### src/design/urc_pkg.sv
package urc_pkg;

  localparam int unsigned PhaseW  = 3;
  localparam int unsigned TicksW  = 20;
  localparam int unsigned WidthW  = 16;
  localparam int unsigned FracW   = 6;
  localparam int unsigned DistW   = 11;
  localparam int unsigned CfgIdxW = 3;
  localparam int unsigned CfgW    = 20;

  localparam logic [PhaseW-1:0] PH_TRIG_LOW  = 3'd0;
  localparam logic [PhaseW-1:0] PH_TRIG_HIGH = 3'd1;
  localparam logic [PhaseW-1:0] PH_WAIT_RISE = 3'd2;
  localparam logic [PhaseW-1:0] PH_COUNT     = 3'd3;
  localparam logic [PhaseW-1:0] PH_IDLE      = 3'd4;

  localparam logic [TicksW-1:0] TRIG_LOW_TICKS  = 20'd2;
  localparam logic [TicksW-1:0] TRIG_HIGH_TICKS = 20'd10;
  localparam logic [FracW-1:0]  US_PER_CM       = 6'd58;
  localparam logic [DistW-1:0]  CM_COUNT_MAX    = 11'd1129;

  localparam logic [CfgIdxW-1:0] REG_STOP_THRESHOLD = 3'd0;
  localparam logic [CfgIdxW-1:0] REG_STOP_ENABLE    = 3'd1;
  localparam logic [CfgIdxW-1:0] REG_RISE_TIMEOUT   = 3'd2;
  localparam logic [CfgIdxW-1:0] REG_ECHO_TIMEOUT   = 3'd3;
  localparam logic [CfgIdxW-1:0] REG_IDLE_GAP       = 3'd4;

  localparam logic [DistW-1:0]  RST_STOP_THRESHOLD = 11'd15;
  localparam logic [WidthW-1:0] RST_RISE_TIMEOUT   = 16'd5000;
  localparam logic [WidthW-1:0] RST_ECHO_TIMEOUT   = 16'd30000;
  localparam logic [TicksW-1:0] RST_IDLE_GAP       = 20'd30000;

  typedef struct packed {
    logic [DistW-1:0]  stop_threshold_cm;
    logic              stop_enable;
    logic [WidthW-1:0] rise_timeout_us;
    logic [WidthW-1:0] echo_timeout_us;
    logic [TicksW-1:0] idle_gap_us;
  } cfg_t;

  typedef struct packed {
    logic             trigger_level;
    logic [DistW-1:0] distance_cm;
    logic             distance_done;
    logic             stop_request;
  } res_t;

endpackage

### src/design/urc_core.sv
module urc_core import urc_pkg::*; (
  input  logic clk_i,
  input  logic rst_ni,
  input  logic advance_i,
  input  logic echo_i,
  input  cfg_t cfg_i,
  output res_t res_o
);

  logic [PhaseW-1:0] phase_q, phase_d;
  logic [TicksW-1:0] ticks_q, ticks_d;
  logic [WidthW-1:0] width_q, width_d;
  logic [FracW-1:0]  frac_q, frac_d;
  logic [DistW-1:0]  cm_q, cm_d;
  logic [DistW-1:0]  last_q, last_d;

  always_comb begin
    logic              store;
    logic [DistW-1:0]  store_cm;
    logic [TicksW-1:0] low_cnt;
    logic [TicksW-1:0] ticks_inc;
    logic [WidthW-1:0] width_inc;
    logic [FracW-1:0]  frac_inc;

    phase_d   = phase_q;
    ticks_d   = ticks_q;
    width_d   = width_q;
    frac_d    = frac_q;
    cm_d      = cm_q;
    last_d    = last_q;
    store     = 1'b0;
    store_cm  = '0;
    ticks_inc = ticks_q + 20'd1;
    width_inc = width_q + 16'd1;
    frac_inc  = frac_q + 6'd1;
    low_cnt   = '0;
    res_o     = '0;

    unique case (phase_q)
      PH_TRIG_HIGH: begin
        res_o.trigger_level = 1'b1;
        ticks_d = ticks_inc;
        if (ticks_inc >= TRIG_HIGH_TICKS) begin
          ticks_d = '0;
          phase_d = PH_WAIT_RISE;
        end
      end
      PH_WAIT_RISE: begin
        if (echo_i) begin
          width_d = 16'd1;
          frac_d  = 6'd1;
          cm_d    = '0;
          ticks_d = '0;
          phase_d = PH_COUNT;
        end else begin
          ticks_d = ticks_inc;
          if (ticks_inc >= TicksW'(cfg_i.rise_timeout_us)) begin
            store = 1'b1;
          end
        end
      end
      PH_COUNT: begin
        if (!echo_i) begin
          store    = 1'b1;
          store_cm = cm_q + 11'd1;
        end else if (width_q >= cfg_i.echo_timeout_us) begin
          store = 1'b1;
        end else begin
          width_d = width_inc;
          frac_d  = frac_inc;
          // carry one cm per 58 us, saturate the count
          if (frac_inc >= US_PER_CM) begin
            frac_d = '0;
            if (cm_q < CM_COUNT_MAX) begin
              cm_d = cm_q + 11'd1;
            end
          end
          if (width_inc >= cfg_i.echo_timeout_us) begin
            store = 1'b1;
          end
        end
      end
      PH_IDLE: begin
        ticks_d = ticks_inc;
        if (ticks_inc >= cfg_i.idle_gap_us) begin
          ticks_d = '0;
          phase_d = PH_TRIG_LOW;
        end
      end
      default: begin
        // counts the trigger-low phase; unused codes restart the trigger-low phase
        low_cnt = ((phase_q == PH_TRIG_LOW) ? ticks_q : '0) + 20'd1;
        phase_d = PH_TRIG_LOW;
        ticks_d = low_cnt;
        if (low_cnt >= TRIG_LOW_TICKS) begin
          ticks_d = '0;
          phase_d = PH_TRIG_HIGH;
        end
      end
    endcase

    if (store) begin
      last_d  = store_cm;
      ticks_d = '0;
      phase_d = (cfg_i.idle_gap_us == '0) ? PH_TRIG_LOW : PH_IDLE;
      res_o.distance_done = 1'b1;
      res_o.stop_request  = cfg_i.stop_enable && (store_cm != '0) &&
                            (store_cm < cfg_i.stop_threshold_cm);
    end
    res_o.distance_cm = last_d;
  end

  always_ff @(posedge clk_i or negedge rst_ni) begin
    if (!rst_ni) begin
      phase_q <= PH_TRIG_LOW;
      ticks_q <= '0;
      width_q <= '0;
      frac_q  <= '0;
      cm_q    <= '0;
      last_q  <= '0;
    end else if (advance_i) begin
      phase_q <= phase_d;
      ticks_q <= ticks_d;
      width_q <= width_d;
      frac_q  <= frac_d;
      cm_q    <= cm_d;
      last_q  <= last_d;
    end
  end

endmodule

### src/design/ultrasonic_range_controller.sv
// Ultrasonic ranging controller for an HC-SR04 style sensor.
// Input channel: one item per microsecond tick, carrying the sampled echo
// level (echo_level_i) under in_valid_i / in_ready_o.
// Output channel: exactly one item per input item: trigger pin level,
// last stored distance in cm, a done flag on the tick a distance is stored
// and a stop request on that tick (when enabled and the distance is nonzero
// and below the threshold). Handshake is out_valid_o / out_ready_i.
// Latency: the result of an item appears in the cycle after it is accepted.
// Throughput: one item per cycle; the sequencer and the result register
// take a new tick while the previous result is being taken.
// A stall on the output holds the result register and drops in_ready_o;
// the sequencer then holds too, so no tick is lost.
// Configuration: cfg_we_i with cfg_idx_i / cfg_wdata_i writes one register
// in a cycle; indexes beyond the last register are ignored.
// Reset: registers return to their defaults (threshold 15, stop disabled,
// rise timeout 5000, echo timeout 30000, idle gap 30000), the sequencer
// restarts in the trigger-low phase and the stored distance is zero.
module ultrasonic_range_controller import urc_pkg::*; (
  input  logic               clk_i,
  input  logic               rst_ni,
  input  logic               cfg_we_i,
  input  logic [CfgIdxW-1:0] cfg_idx_i,
  input  logic [CfgW-1:0]    cfg_wdata_i,
  input  logic               in_valid_i,
  output logic               in_ready_o,
  input  logic               echo_level_i,
  output logic               out_valid_o,
  input  logic               out_ready_i,
  output logic               trigger_level_o,
  output logic [DistW-1:0]   distance_cm_o,
  output logic               distance_done_o,
  output logic               stop_request_o
);

  cfg_t cfg_q;
  res_t res;
  res_t res_q;
  logic out_valid_q;
  logic advance;

  always_ff @(posedge clk_i or negedge rst_ni) begin
    if (!rst_ni) begin
      cfg_q.stop_threshold_cm <= RST_STOP_THRESHOLD;
      cfg_q.stop_enable       <= 1'b0;
      cfg_q.rise_timeout_us   <= RST_RISE_TIMEOUT;
      cfg_q.echo_timeout_us   <= RST_ECHO_TIMEOUT;
      cfg_q.idle_gap_us       <= RST_IDLE_GAP;
    end else if (cfg_we_i) begin
      unique case (cfg_idx_i)
        REG_STOP_THRESHOLD: cfg_q.stop_threshold_cm <= cfg_wdata_i[DistW-1:0];
        REG_STOP_ENABLE:    cfg_q.stop_enable       <= cfg_wdata_i[0];
        REG_RISE_TIMEOUT:   cfg_q.rise_timeout_us   <= cfg_wdata_i[WidthW-1:0];
        REG_ECHO_TIMEOUT:   cfg_q.echo_timeout_us   <= cfg_wdata_i[WidthW-1:0];
        REG_IDLE_GAP:       cfg_q.idle_gap_us       <= cfg_wdata_i[TicksW-1:0];
        default: ;
      endcase
    end
  end

  assign in_ready_o = !out_valid_q || out_ready_i;
  assign advance    = in_valid_i && in_ready_o;

  urc_core u_core (
    .clk_i     (clk_i),
    .rst_ni    (rst_ni),
    .advance_i (advance),
    .echo_i    (echo_level_i),
    .cfg_i     (cfg_q),
    .res_o     (res)
  );

  always_ff @(posedge clk_i or negedge rst_ni) begin
    if (!rst_ni) begin
      out_valid_q <= 1'b0;
    end else if (in_ready_o) begin
      out_valid_q <= in_valid_i;
    end
  end

  // hold the payload until the item is taken
  always_ff @(posedge clk_i) begin
    if (advance) begin
      res_q <= res;
    end
  end

  assign out_valid_o     = out_valid_q;
  assign trigger_level_o = res_q.trigger_level;
  assign distance_cm_o   = res_q.distance_cm;
  assign distance_done_o = res_q.distance_done;
  assign stop_request_o  = res_q.stop_request;

  a_stop_on_done: assert property (@(posedge clk_i) disable iff (!rst_ni)
    out_valid_o && stop_request_o |-> distance_done_o && (distance_cm_o != '0))
    else $error("stop request without a nonzero stored distance");

  a_trig_not_done: assert property (@(posedge clk_i) disable iff (!rst_ni)
    out_valid_o |-> !(trigger_level_o && distance_done_o))
    else $error("trigger high on a done tick");

  a_accept_gives_result: assert property (@(posedge clk_i) disable iff (!rst_ni)
    in_valid_i && in_ready_o |=> out_valid_o)
    else $error("accepted item produced no result");

  a_stop_needs_enable: assert property (@(posedge clk_i) disable iff (!rst_ni)
    in_valid_i && in_ready_o && !cfg_q.stop_enable |=> !stop_request_o)
    else $error("stop request while stopping is disabled");

endmodule
### config.mk
export PLATFORM = sky130hd
export DESIGN_NAME = ultrasonic_range_controller
export DESIGN_NICKNAME = d
export VERILOG_FILES = /design/src/design/urc_pkg.sv /design/src/design/urc_core.sv /design/src/design/ultrasonic_range_controller.sv
export SDC_FILE = /design/constraint.sdc
export NUM_CORES = 1
export LEC_CHECK = 0
export BUFFER_PORTS_ARGS = -buffer_cell sky130_fd_sc_hd__buf_2
export CAP_MARGIN = 10
export CORE_MARGIN = 5
export CORE_UTILIZATION = 45
export DETAILED_ROUTE_END_ITERATION = 12
export GPL_ROUTABILITY_DRIVEN = 0
export GPL_TIMING_DRIVEN = 1
export MAX_ROUTING_LAYER = met4
export SLEW_MARGIN = 15
export SYNTH_ARGS = -nofsm -noshare
export SYNTH_HDL_FRONTEND = slang
export SYNTH_HIERARCHICAL = 1
export SYNTH_SLANG_ARGS = --single-unit
### constraint.sdc
create_clock -name clk_i -period 7.8 [get_ports clk_i]
set_input_delay 0.39 -clock clk_i [delete_from_list [all_inputs] [get_ports clk_i]]
set_output_delay 0.39 -clock clk_i [all_outputs]
set_load 0.02 [all_outputs]
# After elaboration in Yosys (flattened, before gate mapping)
# Index checks and enable logic that the tools add are counted.
# totals
register_bits,146
in_bits,29
# classes
n_mux,40
n_addsub,5
n_lt_le_gt_ge,9
eq_ne,17
n_reduce_logical,19
# op_table
operator,n
20-bit two-way mux,6
11-bit two-way mux,8
20-bit one-hot mux with 4 select lines,1
16-bit two-way mux,3
"20-bit by 1-bit adder with 20-bit output, second input constant",2
16-bit >= comparator,2
16-bit one-hot mux with 2 select lines,1
6-bit two-way mux,4
11-bit one-hot mux with 2 select lines,1
20-bit by 16-bit >= comparator with 1-bit output,1
"20-bit by 2-bit >= comparator with 1-bit output, second input constant",1
20-bit >= comparator,1
"20-bit by 4-bit >= comparator with 1-bit output, second input constant",1
20-bit logical NOT,1
"16-bit by 1-bit adder with 16-bit output, second input constant",1
3-bit two-way mux,5
"3-bit by 2-bit equality test with 1-bit output, second input constant",4
3-bit one-hot mux with 4 select lines,1
6-bit one-hot mux with 2 select lines,1
2-bit AND reduction,6
"11-bit by 1-bit adder with 11-bit output, second input constant",1
11-bit less-than comparator,1
"11-bit less-than comparator, second input constant",1
11-bit nonzero test,1
18 further kinds,35

# Depth between registers and ports, before layout
# Gate-level depths: netlist of the first run.
# depth
depth_word,8
depth_mapped,17
ltp_nobuf,16

# Hierarchy
# Netlist of the first run, hierarchy kept.
# modules_own_cells
module,cells_per_inst,seq_area_each_um2,area_each_um2,instances
urc_core,811,1676.6,6557.5,1
ultrasonic_range_controller,157,2075.7,2971.6,1

# Worst setup path before layout of the first run
# OpenSTA, ideal clock, no wires.
# synth_path
path_type,register to register
start,register u_core.ticks_q[10]
end,register u_core.phase_q[0]
required_ns,7.723
stages_incl_launch_ff,18
path_slack_ns,3.821
period_less_slack_ns,3.979
path_buffers,1
arrival_time_ns,3.901
setup_time_ns,0.077
path_cell_list,dfrtp_1 > buf_6 > nand4_4 > or4_4 > inv_1 > nand2_1 > or2_2 > nand2_1 > ha_1 > a21o_1 > a21o_1 > a221o_1 > a2111oi_0 > a31o_2 > and2_1 > inv_1 > or4b_1 > a21oi_1
# synth_via
elab_chain_cells,7
word_cells_on_any_way,18
# synth_lines
element,line,source
start: declaration,urc_core.sv:11,"logic [TicksW-1:0] ticks_q, ticks_d;"
start signal: assignment,urc_core.sv:123,ticks_q <= ticks_d;
20-bit by 1-bit adder with 20-bit output,urc_core.sv:33,ticks_inc = ticks_q + 20'd1;
20-bit by 16-bit >= comparator with 1-bit output,urc_core.sv:57,if (ticks_inc >= TicksW'(cfg_i.rise_timeout_us)) begin
1-bit two-way mux,urc_core.sv:57,
1-bit two-way mux,urc_core.sv:49,if (echo_i) begin
1-bit one-hot mux with 2 select lines,urc_core.sv:39,unique case (phase_q)
3-bit by 1-bit inequality test with 1-bit output (no source line) (tied with other cells),-,
5-bit AND reduction (no source line),-,
end signal: assignment,urc_core.sv:122,phase_q <= phase_d;
end: declaration,urc_core.sv:10,"logic [PhaseW-1:0] phase_q, phase_d;"
# Parallel ways exist; a longest one is shown, timed or not.
# A chain may end at the register's enable or synchronous reset.

# Worst setup path after layout of the first run
# layout_path
start,register u_core.ticks_q[0]
end,register u_core.ticks_q[11]
# layout_via
elab_chain_cells,7
word_cells_on_any_way,18
# layout_lines
element,line
20-bit by 1-bit adder with 20-bit output,urc_core.sv:33
20-bit by 16-bit >= comparator with 1-bit output,urc_core.sv:57
1-bit two-way mux,urc_core.sv:57
1-bit two-way mux,urc_core.sv:49
1-bit one-hot mux with 2 select lines,urc_core.sv:39
2-bit by 1-bit inequality test with 1-bit output (no source line),-
2-bit AND reduction (no source line),-
# Parallel ways exist; a longest one is shown, timed or not.

==> results.cfg, run 1 <==
[run_status]
outcome = complete, but fails checks
violations = negative hold slack

[setup_path]
cp.arrival_ns = 5.88
worstSetupPathType = reg2reg
max_stage_delay_ns = 0.87
cp-start-kind = flip-flop
required_ns = 8.15
crit_fanout = 14
cp-end-kind = flip-flop
critical-path-slowest-cell = nor2_1
path_cells = ha_1 -> nand3_1 -> or4_1 -> xnor2_1 -> ha_1 -> a21o_1 -> a21o_1 -> a221o_1 -> a2111oi_0 -> a31o_2 -> nand3_1 -> nor2_1 -> a221o_1

[drt]
routed_wl_mm = 23.27
drt-pass1-iter-count = 5
wl_met2_mm = 10.57
met1Wirelength_mm = 11.56
wl_met3_um = 798
drc_errors = 0
top_layer = met4
drtIter0Drc = 398
post_drt_via_cell_ratio = 5.703
num_vias = 7289
antenna_left = 0
wl_per_cell_um = 18.21

[placed_design]
dp_hpwl_mm = 17.20
port_buffers = 44

[synthesis]
synth_area_leaders = dfrtp_1, ha_1, mux2_1
synth_edf_count = 14
synthMuxAreaShare_pct = 9.598
synthAdderAreaFrac_pct = 11.29
yosys.area.top_type = dfrtp_1
syn_nets = 1083
synth_compound_area_share_pct = 14.78
async_reset_ff_share_pct = 90.41
synth_top_family_by_area = simple AND/OR/NAND/NOR gates
synth_top_area_share_pct = 28.62
seq_area_frac_synth_pct = 39.38
ys_ff_latch = 146
syn_inst = 968
ys.flop_type = dfrtp_1
synth_cell_types = 75
syn_area_um2 = 9529
synth-xor-area-share_pct = 2.941
synth_warnings = 6
yosys.area_share.simple_pct = 16.53
avgSynthCellArea_um2 = 9.844

[sta]
setup_viol = 0
clock_skew_ns = 0.01031
hold_viol = 2
grt_setup_unrepaired = false
fin_crit_sh_pct = 70.97
fin_tns_setup_ns = 0
holdWs_ns = -0.003743
max_clock_freq_ghz = 0.1807
relSlewSlack_pct = 23.33
report.final.slew_viol_count = 0
min_period_ns = 5.535
tightest_slew_ns = 1.150

[cells_and_area]
final_layout_size_suffix_gt1_share_pct = 14.16
antennaDiodeCount = 0
final_cell_mix = dfrtp_1, ha_1, inv_1
final_common_cell = dfrtp_1
final_nets = 1105
syn_to_final_growth_pct = 10.14

[clock_tree]
clkTransAtPathRegs_ns = 0.07
max-clock-path-buffers = 2
ctsResizeCount = 0
insertion_delay_ns = 0.41
cts_tree = yes
htree_levels = 4
ctsHoldBuffers = 0
ctsRootBufferMaster = clkbuf_16
cts_buffers = 17
post_cts.repair.setup_buffers = 0
cts_sinks = 146

[grt]
grt_usage_pct = 20.55
antenna_found_initial = 0
grt_pass1_vias = 7064
grt_max_degree = 70
grt_pass1_wl_mm = 38.30
grt-ovfl-total = 0

[power_and_ir_drop]
p_leak_nw = 5.041
power.total_mw = 2.416
power_density_nw_per_um2 = 230.2
vdd_ir_drop_max_v = 0.0001580

[worst_hold_path]
hold_class = in2async

[floorplan]
io_pins = 45
fp.dieW_um = 155.5
fp-row-count = 53
start_util_pct = 45.47
die_area_um2 = 24190
coreArea_um2 = 20960
die_y_um = 155.5

[flow_run]
drv_cap = 0
==> critical path, delay by kind of cell, from the launching register on <==
| kind | cells | cell delay [ns] |
|---|---|---|
| xor+xnor | 1 | 0.26 |
| fa+ha+maj | 2 | 0.53 |
| flops | 1 | 0.56 |
| simple gates | 4 | 2.39 |
| compound gates | 6 | 1.72 |
==> metal layers <==
layer  vias to the layer above  global-route usage (%)
met2                       138                   30.97
met4                         0                   4.877
li1                       3573                       -
met3                        24                   2.893
met1                      3554                   29.55
met5                         -                       -
==> path summary, 6_finish.rpt <==
check | start | end | slack [ns] | cells after the start
max | u_core/ticks_q[0] | u_core/ticks_q[11] | 2.26 | 13
min | rst_ni | u_core/last_q[7] | -0.004 | 1
max in group asynchronous | rst_ni | u_core/cm_q[6] | 6.50 | 2
min in group clk_i | in_valid_i | out_valid_o | 0.18 | 2
max reg2reg | u_core/ticks_q[0] | u_core/ticks_q[11] | 2.26 | 13
min reg2reg | cfg_q[49] | cfg_q[49] | 0.49 | 1
==> cell type report <==
class / instances / area, um2
clock inverter: 11 / 105.1
timing repair buffer: 49 / 264.0
sequential: 146 / 3752
tap: 275 / 344.1
fill: 2022 / 10460
clock buffer: 21 / 460.4
multi-input combinational: 695 / 5265
inverter: 81 / 304.0
==> power by group <==
group / switching, mW / internal (mW)
sequential: 0.104 / 0.904
combinational: 0.368 / 0.253
clock: 0.329 / 0.458
==> synthesized netlist by cell type (all sizes together), types with 5 or more instances <==
cell and instances:
nand2b 20, nand4 16, o31ai 15, dfrtp 109
a2111oi 5, xor2 17, edfxtp 14, nor4 14
or2 5, mux2 77, o211ai 5, xnor2 15
a22o 7, or3 8, o21ai 55, a21oi 32
clkbuf 32, nor4b 7, nor2b 5, and2 7
buf 14, nand2 65, o21a 5, nor3 20
inv 81, and3 15, a211oi 15, nand3 32
dfstp 23, or4 5, nor2 55, ha 86
a221o 6, a31oi 7, a21o 28
==> registers in the layout, summed over array words and instances (netlist names), 3 cells and up <==
signal / count
u_core/width_q: 16
u_core/phase_q: 3
distance_cm_o: 11
u_core/last_q: 11
u_core/frac_q: 6
u_core/cm_q: 11
cfg_q: 64
u_core/ticks_q: 20
==> cells by family (layout without fill, tap and decap cells) <==
family	Yosys count	count (layout)
XOR/XNOR	32	32
adder cells (fa/ha/maj)	86	86
buffers and inverters	127	162
AND/OR/NAND/NOR	290	290
AO/OA/AOI/OAI	209	209
multiplexers	78	78
flip-flops	146	146
==> per-stage QoR <==
stage,utilization [%],cell area (um2),hold WS (ns),setup WS (ns),instances
after floorplan,-,9529,0.09441,3.821,968
after global placement,47.38,9930,0.4569,2.448,1246
after detailed placement,47.38,9930,0.4735,2.327,1246
after CTS,50.08,10500,0.02415,2.313,1278
after global routing,50.08,10500,0.03559,1.853,1278
final,50.08,10500,-0.003743,2.265,1278
Power figures use the tool's default switching activity.
==> run 2: changes to the inputs <==
Clock period 7.8 ns to 4.8 ns, I/O delays scaled along.
==> results.cfg, run 2 (same netlist as run 1, synthesis figures left out) <==
[cells_and_area]
final_cell_mix = dfrtp_1, ha_1, inv_1
syn_to_final_growth_pct = 11.88
final_nets = 1119
final_layout_size_suffix_gt1_share_pct = 15.34
largest_register_ffs = 64
antennaDiodeCount = 0
top_register = cfg_q
final_common_cell = dfrtp_1
reg_top3 = cfg_q: 64 flops, u_core/ticks_q: 20 flops, u_core/width_q: 16 flops
fillers = 1995

[worst_hold_path]
hold_class = in2reg
hold_path_startpoint = cfg_wdata_i[18]
whs_path_depth = 2
hold_end = cfg_q[18]

[grt]
grt_pass1_wl_mm = 38.94
grt_pass1_vias = 6964
grt_usage_pct = 20.91
grt_max_degree = 60
grt-ovfl-total = 0
antenna_found_initial = 0

[clock_tree]
htree_levels = 4
ctsRootBufferMaster = clkbuf_16
post_cts.repair.setup_buffers = 0
insertion_delay_ns = 0.43
cts_buffers = 17
cts_sinks = 146
clkTransAtPathRegs_ns = 0.06
cts_tree = yes
max-clock-path-buffers = 2

[setup_path]
required_ns = 5.15
path_cells = nand3_2 -> or4_4 -> inv_1 -> nand2_1 -> or2_2 -> nand2_1 -> ha_1 -> a21o_1 -> a21o_1 -> a221o_1 -> a2111oi_0 -> buf_4 -> a31o_2 -> and2_1 -> inv_1 -> or4b_1 -> a21oi_1
crit_fanout = 13
worstReg2RegStart = u_core/ticks_q[4]
critical-path-slowest-cell = or4_4
r2r_setup_slack_ns = 0.39
reg2reg_depth = 17
cp-start-kind = flip-flop
cp-end-kind = flip-flop
r2r-end = u_core/phase_q[0]
worstSetupPathType = reg2reg
cp.arrival_ns = 4.76
max_stage_delay_ns = 0.60

[drt]
drtIter0Drc = 624
drc_errors = 0
drt-pass1-iter-count = 6
routed_wl_mm = 24.06
post_drt_via_cell_ratio = 5.743
antenna_left = 0
wl_per_cell_um = 18.62
num_vias = 7420

[floorplan]
die_area_um2 = 24190
coreArea_um2 = 20960
start_util_pct = 45.47
io_pins = 45
fp.dieW_um = 155.5
die_y_um = 155.5
fp-row-count = 53

[sta]
fin_crit_sh_pct = 91.91
hold_viol = 0
setup_viol = 0
grt_setup_unrepaired = false
tightest_slew_ns = 1.111
relSlewSlack_pct = 25.92
holdWs_ns = 0.02664
max_clock_freq_ghz = 0.2267
fin_tns_setup_ns = 0
min_period_ns = 4.412
report.final.slew_viol_count = 0
clock_skew_ns = 0.01178

[power_and_ir_drop]
p_clk_share_pct = 34.5
combPwrFrac_pct = 25.4
vdd_ir_drop_max_v = 0.0002597
power_density_nw_per_um2 = 385.3
p_sw_mw = 1.381
p_int_mw = 2.727
p_sw_share_pct = 33.61
seqPwrFrac_pct = 40.1
p_leak_nw = 5.140

[flow_run]
drv_cap = 0

[placed_design]
dp_hpwl_mm = 17.70
port_buffers = 44

[run_status]
outcome = finished, final reports clean
run 2: cell types whose count changed in the layout (fill, tap and decap cells not counted), sizes merged:
cell and delta:
clkinvlp -2, buf +12, inv +5, clkbuf -4, clkinv -1, bufinv +2, dlygate4sd3 +2
run 2: final cells by class:
cell class	count	area (um2)	area share (%)
clock buffer	17	425.4	3.990
clock inverter	15	196.4	1.842
inverter	81	304.0	2.852
multi-input combinational	695	5265	49.38
sequential	146	3752	35.20
tap	275	344.1	3.227
timing repair buffer	63	374.1	3.509
run 2: worst max path at each step:
stage | start | to | cells after the start
2_1_floorplan | u_core/ticks_q[10] | u_core/phase_q[0] | 17
3_3_place_gp | u_core/ticks_q[4] | u_core/phase_q[0] | 17
3_5_place_dp | u_core/ticks_q[4] | u_core/phase_q[0] | 17
4_1_cts | u_core/ticks_q[4] | u_core/phase_q[0] | 17
5_1_grt | u_core/ticks_q[4] | u_core/phase_q[0] | 17
6_report | u_core/ticks_q[4] | u_core/phase_q[0] | 17
run 2: what timing repair did:
action,in CTS,in global routing
gates resized for setup,0,0
endpoints found under the hold margin,39,0
hold buffers,2,0
run 2: power groups by stage:
stage | Sequential [mW] | Combinational, mW | Clock, mW
finish | 1.65 | 1.04 | 1.42
global route | 1.68 | 1.18 | 1.49
CTS | 1.65 | 1.04 | 1.44
detailed placement | 1.67 | 1.03 | 0
global placement | 1.66 | 1.02 | 0
floorplan | 1.60 | 0.729 | 0
run 2: per-layer routing:
metal / share of wire, % / up-vias / GRT usage, %
li1: - / 3606 / -
met1: 51 / 3603 / 31.09
met2: 44 / 180 / 30.52
met3: 3.7 / 31 / 2.949
met4: 1.3 / 0 / 4.419
met5: 0 / - / -
run 2: stage by stage:
step | cell area (um2) | setup WS [ns] | instances | util [%] | total power [mW]
after detailed placement | 10020 | 0.4483 | 1258 | 47.81 | 2.698
after CTS | 10660 | 0.4116 | 1292 | 50.88 | 4.129
after global placement | 10020 | 0.5526 | 1258 | 47.81 | 2.685
final | 10660 | 0.3885 | 1292 | 50.88 | 4.108
after global routing | 10660 | 0.05630 | 1292 | 50.88 | 4.351
after floorplan | 9529 | 0.8215 | 968 | - | 2.331
run 2: critical path, delay by kind of cell, from the launching register on:
kind / cells / cell delay [ns]
compound gates: 6 / 1.21
fa+ha+maj: 1 / 0.25
buf+inv: 3 / 0.37
flops: 1 / 0.51
simple gates: 7 / 2.00
